<file path="src/dplt_pkg.sv">
// Shared constants, result codes and controller states of the paging translator.
`timescale 1ns / 1ps
package dplt_pkg;

	localparam int DefPageBytes = 64;
	localparam int DefVirtPages = 64;
	localparam int DefFrames    = 16;
	localparam int DefSwapSlots = 64;
	localparam int DefStampBits = 32;

	localparam logic [2:0] STS_HIT   = 3'd0;
	localparam logic [2:0] STS_FAULT = 3'd1;
	localparam logic [2:0] STS_RANGE = 3'd2;
	localparam logic [2:0] STS_RO    = 3'd3;
	localparam logic [2:0] STS_FULL  = 3'd4;

	localparam logic [1:0] SRC_NONE = 2'd0;
	localparam logic [1:0] SRC_EXE  = 2'd1;
	localparam logic [1:0] SRC_ZERO = 2'd2;
	localparam logic [1:0] SRC_SWAP = 2'd3;

	localparam logic [2:0] REG_TEXT   = 3'd0;
	localparam logic [2:0] REG_DATA   = 3'd1;
	localparam logic [2:0] REG_PAGES  = 3'd2;
	localparam logic [2:0] REG_FRAMES = 3'd3;
	localparam logic [2:0] REG_SLOTS  = 3'd4;

	typedef enum logic [2:0] {
		S_IDLE,
		S_PT,
		S_SCAN,
		S_VPT,
		S_SWAP,
		S_FILL
	} state_t;

endpackage

</file>
<file path="src/dplt_ram.sv">
// Single-port-write, registered-read memory whose unwritten entries read as zero.
`timescale 1ns / 1ps
module dplt_ram #(
	parameter int W  = 8,
	parameter int D  = 64,
	parameter int AW = 6
) (
	input  logic          clk,
	input  logic          arst_n,
	input  logic          we,
	input  logic [AW-1:0] waddr,
	input  logic [W-1:0]  wdata,
	input  logic          re,
	input  logic [AW-1:0] raddr,
	output logic [W-1:0]  rdata
);

	logic [W-1:0] mem [D];
	logic [D-1:0] seen_q;
	logic [W-1:0] rd_q;
	logic         seen_q1;

	always_ff @(posedge clk) begin
		if (we) begin
			mem[waddr] <= wdata;
		end
		if (re) begin
			rd_q <= mem[raddr];
		end
	end

	// An entry never written since reset reads as zero. A read in the
	// same cycle as a write to that entry returns the old contents.
	always_ff @(posedge clk or negedge arst_n) begin
		if (!arst_n) begin
			seen_q  <= '0;
			seen_q1 <= 1'b0;
		end else begin
			if (we) begin
				seen_q[waddr] <= 1'b1;
			end
			if (re) begin
				seen_q1 <= seen_q[raddr];
			end
		end
	end

	assign rdata = seen_q1 ? rd_q : '0;

endmodule

</file>
<file path="src/demand_paging_lru_translator_unit.sv">
// Top level of the demand-paging address translator with LRU frame replacement.
`timescale 1ns / 1ps
// A beat is accepted when start is high and busy is low; the result appears with
// done high for exactly one cycle and cannot be held off. Range and read-only
// rejects are answered straight from idle, and hits after the page table read. A
// fault then reads the frame table one entry a cycle, stopping at the first free
// frame or scanning all nf active frames when none is free; it next reads the page
// entry of the victim frame's owner if it has one, and a dirty victim then searches
// the swap slot table in order for a free slot. PAGE_BYTES must be a power of two.
module demand_paging_lru_translator_unit #(
	parameter int PAGE_BYTES = dplt_pkg::DefPageBytes,
	parameter int VIRT_PAGES = dplt_pkg::DefVirtPages,
	parameter int FRAMES     = dplt_pkg::DefFrames,
	parameter int SWAP_SLOTS = dplt_pkg::DefSwapSlots,
	parameter int STAMP_BITS = dplt_pkg::DefStampBits
) (
	input  logic        clk,
	input  logic        arst_n,
	input  logic        start,
	output logic        busy,
	input  logic        req_type,
	input  logic [11:0] vaddr,
	output logic        done,
	output logic [2:0]  status,
	output logic [9:0]  paddr,
	output logic [1:0]  fill_source,
	output logic [5:0]  fill_index,
	output logic        evict_valid,
	output logic [5:0]  evict_page,
	output logic        writeback_valid,
	output logic [5:0]  writeback_slot,
	input  logic        wr_en,
	input  logic [2:0]  wr_index,
	input  logic [6:0]  wr_data
);

	localparam int OW  = $clog2(PAGE_BYTES);
	localparam int VW  = 12 - OW;
	localparam int PW  = (VIRT_PAGES > 1) ? $clog2(VIRT_PAGES) : 1;
	localparam int FW  = (FRAMES > 1) ? $clog2(FRAMES) : 1;
	localparam int SW  = (SWAP_SLOTS > 1) ? $clog2(SWAP_SLOTS) : 1;
	localparam int IW  = (FW > SW) ? FW : SW;
	localparam int PEW = IW + 3;
	localparam int FRW = 1 + PW + STAMP_BITS;
	localparam logic [STAMP_BITS-1:0] StampMax = {STAMP_BITS{1'b1}};

	function automatic logic [9:0] phys_of(input logic [FW-1:0] f, input logic [OW-1:0] o);
		phys_of = 10'((32'(f) << OW) | 32'(o));
	endfunction

	dplt_pkg::state_t state_q, state_d;

	logic [6:0] text_q, data_q, pages_q, slots_q;
	logic [4:0] frames_q;

	logic                  req_q;
	logic [PW-1:0]         page_q;
	logic [OW-1:0]         off_q;
	logic [PEW-1:0]        e_q;
	logic [FW-1:0]         frame_q, scan_q, best_q;
	logic [STAMP_BITS-1:0] min_q, stamp_q;
	logic [PW:0]           bown_q;
	logic [PW-1:0]         vp_q;
	logic [SW-1:0]         sw_q, wbs_q;
	logic                  ev_q, wb_q;

	logic                  done_q, ev_o_q, wb_o_q;
	logic [2:0]            status_q;
	logic [9:0]            phys_q;
	logic [1:0]            src_q;
	logic [5:0]            fidx_q, evp_o_q, wbs_o_q;

	logic                  pt_re, pt_we, fm_re, fm_we, sm_re, sm_we, sm_wdata;
	logic [PW-1:0]         pt_raddr, pt_waddr;
	logic [PEW-1:0]        pt_wdata, pt_rdata;
	logic [FW-1:0]         fm_raddr, fm_waddr;
	logic [FRW-1:0]        fm_wdata, fm_rdata;
	logic [SW-1:0]         sm_raddr, sm_waddr;
	logic                  sm_rdata;

	logic                  res_ld, r_ev, r_wb, stamp_take;
	logic [2:0]            r_status;
	logic [9:0]            r_phys;
	logic [1:0]            r_src;
	logic [5:0]            r_fidx, r_evp, r_wbs;

	logic [VW-1:0]         page_in;
	logic                  in_range, ro_hit;
	logic [8:0]            nf;
	logic [10:0]           ns;

	logic [STAMP_BITS-1:0] cur_stamp;
	logic [PW:0]           cur_own;
	logic                  sc_free, sc_last, sc_better;
	logic [FW-1:0]         sc_best;
	logic [PW:0]           sc_own;
	logic                  v_match, v_needwb, s_free, s_last;

	logic                  pv, pd, ps;
	logic [IW-1:0]         pidx;
	logic                  e_swapped;
	logic [IW-1:0]         e_idx;

	assign page_in  = vaddr[11:OW];
	assign in_range = (32'(page_in) < 32'(pages_q)) && (32'(page_in) < VIRT_PAGES);
	assign ro_hit   = req_type && (32'(page_in) < 32'(text_q));

	always_comb begin
		if (frames_q == 5'd0) begin
			nf = 9'd1;
		end else if (32'(frames_q) > FRAMES) begin
			nf = 9'(FRAMES);
		end else begin
			nf = 9'(frames_q);
		end
		ns = (32'(slots_q) < SWAP_SLOTS) ? 11'(slots_q) : 11'(SWAP_SLOTS);
	end

	assign pv   = pt_rdata[IW+2];
	assign pd   = pt_rdata[IW+1];
	assign ps   = pt_rdata[IW];
	assign pidx = pt_rdata[IW-1:0];
	assign e_swapped = e_q[IW];
	assign e_idx     = e_q[IW-1:0];

	// Frame scan: data for scan_q arrives while the read of the next frame goes out.
	assign cur_stamp = fm_rdata[STAMP_BITS-1:0];
	assign cur_own   = fm_rdata[FRW-1:STAMP_BITS];
	assign sc_free   = (cur_stamp == '0);
	assign sc_last   = (32'(scan_q) == 32'(nf) - 1);
	assign sc_better = (scan_q == '0) || (cur_stamp < min_q);
	assign sc_best   = sc_better ? scan_q : best_q;
	assign sc_own    = sc_better ? cur_own : bown_q;

	assign v_match  = pv && (pidx == IW'(frame_q));
	assign v_needwb = pd && (32'(vp_q) >= 32'(text_q));
	assign s_free   = !sm_rdata;
	assign s_last   = (32'(sw_q) == 32'(ns) - 1);

	dplt_ram #(.W(PEW), .D(VIRT_PAGES), .AW(PW)) u_pt (
		.clk, .arst_n, .we(pt_we), .waddr(pt_waddr), .wdata(pt_wdata),
		.re(pt_re), .raddr(pt_raddr), .rdata(pt_rdata)
	);

	dplt_ram #(.W(FRW), .D(FRAMES), .AW(FW)) u_fm (
		.clk, .arst_n, .we(fm_we), .waddr(fm_waddr), .wdata(fm_wdata),
		.re(fm_re), .raddr(fm_raddr), .rdata(fm_rdata)
	);

	dplt_ram #(.W(1), .D(SWAP_SLOTS), .AW(SW)) u_sm (
		.clk, .arst_n, .we(sm_we), .waddr(sm_waddr), .wdata(sm_wdata),
		.re(sm_re), .raddr(sm_raddr), .rdata(sm_rdata)
	);

	always_comb begin
		state_d = state_q;
		case (state_q)
			dplt_pkg::S_IDLE: begin
				if (start && in_range && !ro_hit) begin
					state_d = dplt_pkg::S_PT;
				end
			end
			dplt_pkg::S_PT: begin
				state_d = pv ? dplt_pkg::S_IDLE : dplt_pkg::S_SCAN;
			end
			dplt_pkg::S_SCAN: begin
				if (sc_free) begin
					state_d = dplt_pkg::S_FILL;
				end else if (sc_last) begin
					state_d = sc_own[PW] ? dplt_pkg::S_VPT : dplt_pkg::S_FILL;
				end
			end
			dplt_pkg::S_VPT: begin
				if (v_match && v_needwb) begin
					state_d = (ns == '0) ? dplt_pkg::S_IDLE : dplt_pkg::S_SWAP;
				end else begin
					state_d = dplt_pkg::S_FILL;
				end
			end
			dplt_pkg::S_SWAP: begin
				if (s_free) begin
					state_d = dplt_pkg::S_FILL;
				end else if (s_last) begin
					state_d = dplt_pkg::S_IDLE;
				end
			end
			dplt_pkg::S_FILL: state_d = dplt_pkg::S_IDLE;
			default: state_d = dplt_pkg::S_IDLE;
		endcase
	end

	always_comb begin
		pt_re = 1'b0; pt_raddr = '0; pt_we = 1'b0; pt_waddr = '0; pt_wdata = '0;
		fm_re = 1'b0; fm_raddr = '0; fm_we = 1'b0; fm_waddr = '0; fm_wdata = '0;
		sm_re = 1'b0; sm_raddr = '0; sm_we = 1'b0; sm_waddr = '0; sm_wdata = 1'b0;
		res_ld = 1'b0; r_status = dplt_pkg::STS_HIT; r_phys = '0;
		r_src = dplt_pkg::SRC_NONE; r_fidx = '0; r_ev = 1'b0; r_evp = '0;
		r_wb = 1'b0; r_wbs = '0; stamp_take = 1'b0;
		case (state_q)
			dplt_pkg::S_IDLE: begin
				if (start) begin
					if (!in_range) begin
						res_ld = 1'b1;
						r_status = dplt_pkg::STS_RANGE;
					end else if (ro_hit) begin
						res_ld = 1'b1;
						r_status = dplt_pkg::STS_RO;
					end else begin
						pt_re = 1'b1;
						pt_raddr = PW'(page_in);
					end
				end
			end
			dplt_pkg::S_PT: begin
				if (pv) begin
					res_ld = 1'b1;
					r_status = dplt_pkg::STS_HIT;
					r_phys = phys_of(FW'(pidx), off_q);
					if (req_q) begin
						pt_we = 1'b1;
						pt_waddr = page_q;
						pt_wdata = {1'b1, 1'b1, ps, pidx};
						fm_we = 1'b1;
						fm_waddr = FW'(pidx);
						fm_wdata = {1'b1, page_q, stamp_q};
						stamp_take = 1'b1;
					end
				end else begin
					fm_re = 1'b1;
					fm_raddr = '0;
				end
			end
			dplt_pkg::S_SCAN: begin
				if (!sc_free && !sc_last) begin
					fm_re = 1'b1;
					fm_raddr = FW'(scan_q + 1'b1);
				end else if (!sc_free && sc_own[PW]) begin
					pt_re = 1'b1;
					pt_raddr = sc_own[PW-1:0];
				end
			end
			dplt_pkg::S_VPT: begin
				if (v_match && v_needwb) begin
					if (ns == '0) begin
						res_ld = 1'b1;
						r_status = dplt_pkg::STS_FULL;
					end else begin
						sm_re = 1'b1;
						sm_raddr = '0;
					end
				end else if (v_match) begin
					pt_we = 1'b1;
					pt_waddr = vp_q;
					pt_wdata = '0;
				end
			end
			dplt_pkg::S_SWAP: begin
				if (s_free) begin
					sm_we = 1'b1;
					sm_waddr = sw_q;
					sm_wdata = 1'b1;
					// The written-back page stays dirty and remembers its slot.
					pt_we = 1'b1;
					pt_waddr = vp_q;
					pt_wdata = {1'b0, 1'b1, 1'b1, IW'(sw_q)};
				end else if (s_last) begin
					res_ld = 1'b1;
					r_status = dplt_pkg::STS_FULL;
				end else begin
					sm_re = 1'b1;
					sm_raddr = SW'(sw_q + 1'b1);
				end
			end
			dplt_pkg::S_FILL: begin
				res_ld = 1'b1;
				r_status = dplt_pkg::STS_FAULT;
				r_phys = phys_of(frame_q, off_q);
				r_ev = ev_q;
				r_evp = 6'(vp_q);
				r_wb = wb_q;
				r_wbs = 6'(wbs_q);
				if (e_swapped && (32'(e_idx) < SWAP_SLOTS)) begin
					sm_we = 1'b1;
					sm_waddr = SW'(e_idx);
					sm_wdata = 1'b0;
				end
				pt_we = 1'b1;
				pt_waddr = page_q;
				if (32'(page_q) < 32'(text_q)) begin
					r_src = dplt_pkg::SRC_EXE;
					r_fidx = 6'(page_q);
					pt_wdata = {1'b1, req_q, 1'b0, IW'(frame_q)};
				end else if (e_swapped) begin
					r_src = dplt_pkg::SRC_SWAP;
					r_fidx = 6'(e_idx);
					pt_wdata = {1'b1, 1'b1, 1'b0, IW'(frame_q)};
				end else if (32'(page_q) < 32'(text_q) + 32'(data_q)) begin
					r_src = dplt_pkg::SRC_EXE;
					r_fidx = 6'(page_q);
					pt_wdata = {1'b1, req_q, 1'b0, IW'(frame_q)};
				end else begin
					r_src = dplt_pkg::SRC_ZERO;
					pt_wdata = {1'b1, req_q, 1'b0, IW'(frame_q)};
				end
				fm_we = 1'b1;
				fm_waddr = frame_q;
				fm_wdata = {1'b1, page_q, stamp_q};
				stamp_take = 1'b1;
			end
			default: begin
			end
		endcase
	end

	always_ff @(posedge clk or negedge arst_n) begin
		if (!arst_n) begin
			state_q  <= dplt_pkg::S_IDLE;
			text_q   <= 7'd0;
			data_q   <= 7'd0;
			pages_q  <= 7'd64;
			frames_q <= 5'd16;
			slots_q  <= 7'd64;
			stamp_q  <= STAMP_BITS'(1);
			done_q   <= 1'b0;
		end else begin
			state_q <= state_d;
			done_q  <= res_ld;
			if (stamp_take && stamp_q != StampMax) begin
				stamp_q <= stamp_q + 1'b1;
			end
			if (wr_en) begin
				case (wr_index)
					dplt_pkg::REG_TEXT:   text_q   <= wr_data;
					dplt_pkg::REG_DATA:   data_q   <= wr_data;
					dplt_pkg::REG_PAGES:  pages_q  <= wr_data;
					dplt_pkg::REG_FRAMES: frames_q <= wr_data[4:0];
					dplt_pkg::REG_SLOTS:  slots_q  <= wr_data;
					default: begin
					end
				endcase
			end
		end
	end

	always_ff @(posedge clk) begin
		if (state_q == dplt_pkg::S_IDLE && start) begin
			req_q  <= req_type;
			page_q <= PW'(page_in);
			off_q  <= vaddr[OW-1:0];
		end
		if (state_q == dplt_pkg::S_PT) begin
			e_q    <= pt_rdata;
			scan_q <= '0;
			ev_q   <= 1'b0;
			wb_q   <= 1'b0;
		end
		if (state_q == dplt_pkg::S_SCAN) begin
			scan_q <= FW'(scan_q + 1'b1);
			if (sc_better) begin
				min_q  <= cur_stamp;
				best_q <= scan_q;
				bown_q <= cur_own;
			end
			if (sc_free) begin
				frame_q <= scan_q;
			end else if (sc_last) begin
				frame_q <= sc_best;
				vp_q    <= sc_own[PW-1:0];
			end
		end
		if (state_q == dplt_pkg::S_VPT) begin
			sw_q <= '0;
			if (v_match && !v_needwb) begin
				ev_q <= 1'b1;
			end
		end
		if (state_q == dplt_pkg::S_SWAP) begin
			sw_q <= SW'(sw_q + 1'b1);
			if (s_free) begin
				ev_q  <= 1'b1;
				wb_q  <= 1'b1;
				wbs_q <= sw_q;
			end
		end
		if (res_ld) begin
			status_q <= r_status;
			phys_q   <= r_phys;
			src_q    <= r_src;
			fidx_q   <= r_fidx;
			ev_o_q   <= r_ev;
			evp_o_q  <= r_ev ? r_evp : 6'd0;
			wb_o_q   <= r_wb;
			wbs_o_q  <= r_wb ? r_wbs : 6'd0;
		end
	end

	assign busy            = (state_q != dplt_pkg::S_IDLE);
	assign done            = done_q;
	assign status          = status_q;
	assign paddr           = phys_q;
	assign fill_source     = src_q;
	assign fill_index      = fidx_q;
	assign evict_valid     = ev_o_q;
	assign evict_page      = evp_o_q;
	assign writeback_valid = wb_o_q;
	assign writeback_slot  = wbs_o_q;

endmodule

</file>
<file path="config.mk">
export PLATFORM = sky130hd
export DESIGN_NAME = demand_paging_lru_translator_unit
export DESIGN_NICKNAME = d
export VERILOG_FILES = /design/src/dplt_pkg.sv /design/src/dplt_ram.sv /design/src/demand_paging_lru_translator_unit.sv
export SDC_FILE = /design/constraint.sdc
export NUM_CORES = 2
export LEC_CHECK = 0
export BUFFER_PORTS_ARGS = -buffer_cell sky130_fd_sc_hd__buf_2
export CORE_MARGIN = 5
export CORE_UTILIZATION = 50
export CTS_CLUSTER_SIZE = 24
export DETAILED_ROUTE_END_ITERATION = 12
export PLACE_DENSITY = 0.68
export SLEW_MARGIN = 15
export SYNTH_ARGS = -nofsm -noshare
export SYNTH_HDL_FRONTEND = slang
export SYNTH_SLANG_ARGS = --single-unit
</file>
<file path="constraint.sdc">
create_clock -name clk -period 4.25 [get_ports clk]
set_input_delay 0.85 -clock clk [delete_from_list [all_inputs] [get_ports clk]]
set_output_delay 0.85 -clock clk [all_outputs]
set_load 0.01 [all_outputs]
</file>
==> flow_metrics.env <==
export IMPL_coreArea_um2=135000
export IMPL_grt_ovfl_total=0
export IMPL_crit_path_max_fanout=6
export IMPL_dp_cells=6531
export IMPL_power_frac_comb_pct=23.4
export IMPL_h_tree_depth=4
export IMPL_synth_nets=4556
export IMPL_die_width_um=378
export IMPL_dieHeight_um=378
export IMPL_synth_top_cell_by_area="edfxtp_1"
export IMPL_crit_chain="or4_4, and2_4, ha_4, o21a_1, ha_1, nand2b_1, a311oi_2, o211ai_1, buf_4, nor4_4, buf_4, buf_4, o211a_4, a211oi_4, buf_4, buf_6, buf_4, mux2i_1, a32oi_1, a21oi_2, or4_1, a32oi_1"
export IMPL_r2r_cells=22
export IMPL_drtPass1Iterations=6
export IMPL_grt_max_degree=85
export IMPL_fin_nets=5129
export IMPL_routed_wl_mm=179
export IMPL_finClkSkew_ps=44.0
export IMPL_synth_area_um2=67700
export IMPL_wl_met2_mm=83.8
export IMPL_cellLeakagePower_nw=29.6
export IMPL_swShare_pct=28.6
export IMPL_hold_viol_final=0
export IMPL_violations="setup timing"
export IMPL_netlist_area_leader_share_pct=63.7
export IMPL_io_pins=64
export IMPL_gp_congestion=0.899
export IMPL_vias=42013
export IMPL_max_stage_delay_ps=520
export IMPL_powerDensity_nw_per_um2=549
export IMPL_setup_slack_ps=-642
export IMPL_setup_viol=50
export IMPL_min_period_over_period_pct=115
export IMPL_outcome="complete, but fails checks"
export IMPL_area_growth_pct=21.8
export IMPL_drv_slew=0
export IMPL_internal_power_mw=32.3
export IMPL_synth_area_top_cells="edfxtp_1 64%, dfrtp_1 7.8%, mux4_2 5.4%, nand2_1 3.5%, mux2i_1 1.9%"
export IMPL_hp_start="vaddr[0]"
export IMPL_final_cells=6955
export IMPL_synthArstFlopShare_pct=13.1
export IMPL_numCtsBuffers=167
export IMPL_avgRoutedWirePerCell_um=25.7
export IMPL_fmax_mhz=204
export IMPL_clockBufferDepth=3
export IMPL_synthCells=4457
export IMPL_critPathLaunch="frames_q[1]"
export IMPL_end_kind="flip-flop"
export IMPL_yosysUniqueCellTypes=84
export IMPL_timing_critical_path_mode_cell="buf_4"
export IMPL_synth_seq_cells=1655
export IMPL_wl_met1_mm=74.5
export IMPL_drtAntennaViolNets=0
export IMPL_avgSynthCellArea_um2=15.2
export IMPL_rr_startpoint="frames_q[1]"
export IMPL_rows=135
export IMPL_power_mw=45.3
export IMPL_ir_worst_vdd_v=0.000340
export IMPL_io_buffers=63
export IMPL_grt_pass1_wl_mm=267
export IMPL_antenna_found_initial=5
export IMPL_slew_headroom_pct=25.6
export IMPL_worstPathArrival_ps=5530
export IMPL_final_min_clock_period_ps=4890
export IMPL_clock_latency_ps=810
export IMPL_ys_seq_area_share_pct=71.8
export IMPL_path_class="reg -> reg"
export IMPL_holdWs_ps=229
export IMPL_worst_pin_slew_ps=1110
export IMPL_cts_tree="built"
export IMPL_maxUsedRoutingLayer="met4"
export IMPL_cpMaxStageDelayCell="or4_4"
export IMPL_tns_ps=-14930
export IMPL_p_seq_share_pct=44.7
export IMPL_rsz0062_at_grt="yes"
export IMPL_drive_gt1_share_pct=27.8
export IMPL_dieArea_um2=143000
export IMPL_p_clk_share_pct=31.8
export IMPL_grt_pass1_vias=41696
export IMPL_grt_usage_pct=24.9
export IMPL_cts_root_buf="clkbuf_16"
export IMPL_drv_cap=0
export IMPL_vias_per_cell=6.04
export IMPL_worstPathRequired_ps=4890
export IMPL_start_kind="flip-flop"
export IMPL_yosysWarningCount=0
export IMPL_initial_utilization_pct=50.2
export IMPL_wl_met3_mm=15.4
export IMPL_drc=0
export IMPL_hold_path_class="in -> reg"
export IMPL_clk_pin_slew_ps=70
export IMPL_post_route_util_pct=61.1
export IMPL_hpwlAfterDp_mm=109
export IMPL_drtIter0Drc=5112
export IMPL_p_switching_mw=13.0
export IMPL_synth_edf_count=1437
export IMPL_synth_ff_type="edfxtp_1"
export IMPL_cts_num_sinks=1655
export IMPL_whs_path_depth=1
[metal layers]
layer  global-route usage [%]  up-vias
met5                        0        -
met4                     7.07        0
met3                     4.25      366
met2                     39.4     2084
met1                     36.3    21337
li1                         -    18226
[kinds of logic (layout without fill, tap and decap cells)]
logic type                 Yosys count  in the layout  share of synthesized area [%]
AOI/OAI and AO/OA                  628            629                           6.76
xor gates and xnor gates            55             55                          0.712
adders and majority gates           73             73                           1.36
buffers and inverters              304           1018                           1.86
DFF                               1655           1655                           71.8
muxes                              324            324                           7.85
other                                0              2                              0
and+or+nand+nor                   1418           1418                           9.66
[power groups by stage]
stage | clock network [mW] | registers, mW | logic [mW]
detailed placement | 0 | 20.6 | 8.94
global route | 15.4 | 20.3 | 11.3
CTS | 14.6 | 20.2 | 10.3
global placement | 0 | 20.5 | 8.79
finish | 14.4 | 20.3 | 10.6
floorplan | 0 | 20.3 | 5.14
[area by class of cell]
| type | count | area (um2) |
|---|---|---|
| fill | 9654 | 52500 |
| sequential | 1655 | 48600 |
| multi-input combinational | 2499 | 19500 |
| timing repair buffer | 631 | 6430 |
| clock buffer | 217 | 4480 |
| tap | 1781 | 2230 |
| clock inverter | 94 | 933 |
| inverter | 76 | 285 |
| antenna | 2 | 5.00 |
[sequential cells by signal (all words and copies together), names as in the netlist, 16 cells and up]
name         cells
min_q           32
stamp_q         32
u_fm.mem       624
u_fm.rd_q       39
u_fm.seen_q     16
u_pt.mem       576
u_pt.seen_q     64
u_sm.mem        64
u_sm.seen_q     64
[metrics by stage]
stage | cell area [um2] | setup WS [ps]
floorplan | 67900 | -180
finish | 82500 | -642
CTS | 81900 | -396
detailed placement | 74100 | -648
global placement | 74100 | -602
global route | 82500 | -765
[worst max-delay path: cells and delay by family, from the launching register on]
| family | cells | cell delay (ps) |
|---|---|---|
| multiplexers | 1 | 120 |
| AND/OR/NAND/NOR | 5 | 1530 |
| buffers and inverters | 6 | 940 |
| flip-flops | 1 | 380 |
| AO/OA/AOI/OAI | 8 | 1340 |
| adder cells (fa/ha/maj) | 2 | 430 |
[layout by cell type (no fill, tap or decap), types with 94 or more instances in the layout]
| cell type | Yosys | final |
|---|---|---|
| mux4_2 | 162 | 162 |
| dfrtp_1 | 212 | 211 |
| buf_4 | 8 | 400 |
| nor2_1 | 216 | 187 |
| nand3_1 | 194 | 181 |
| edfxtp_1 | 1437 | 1437 |
| mux2i_1 | 126 | 116 |
| nand2_1 | 626 | 613 |
| buf_12 | 0 | 94 |
| clkbuf_16 | 0 | 169 |
[cells in the mapped netlist (all sizes together) (36+ instances only)]
master / instances
a32oi: 68
clkbuf: 137
mux4: 162
nand3: 194
mux2i: 126
a31oi: 88
buf: 91
inv: 75
edfxtp: 1437
a211oi: 79
nor2: 219
mux2: 36
a21oi: 62
o21ai: 61
and2: 140
nand2: 626
or2: 84
o21bai: 60
ha: 71
dfrtp: 212
[worst paths after layout]
kind / endpoint / slack [ps]
setup / recovery: u_pt.rd_q[7] / -640
hold / removal: off_q[0] / 230
setup reg to reg: u_pt.rd_q[7] / -640
hold reg to reg: u_sm.seen_q[29] / 460
max in group asynchronous: u_fm.seen_q[15] / 2610
min in group asynchronous: u_sm.seen_q[59] / 600
[repair_timing]
action,in CTS,in global routing
hold buffers,1,0
cloned,13,2
endpoints found under the setup margin,56,98
setup buffers,75,24
resized for setup,297,59
endpoints found under the hold margin,8,0
pin swaps,94,25
No activity file was read; power rests on OpenSTA's default activity.
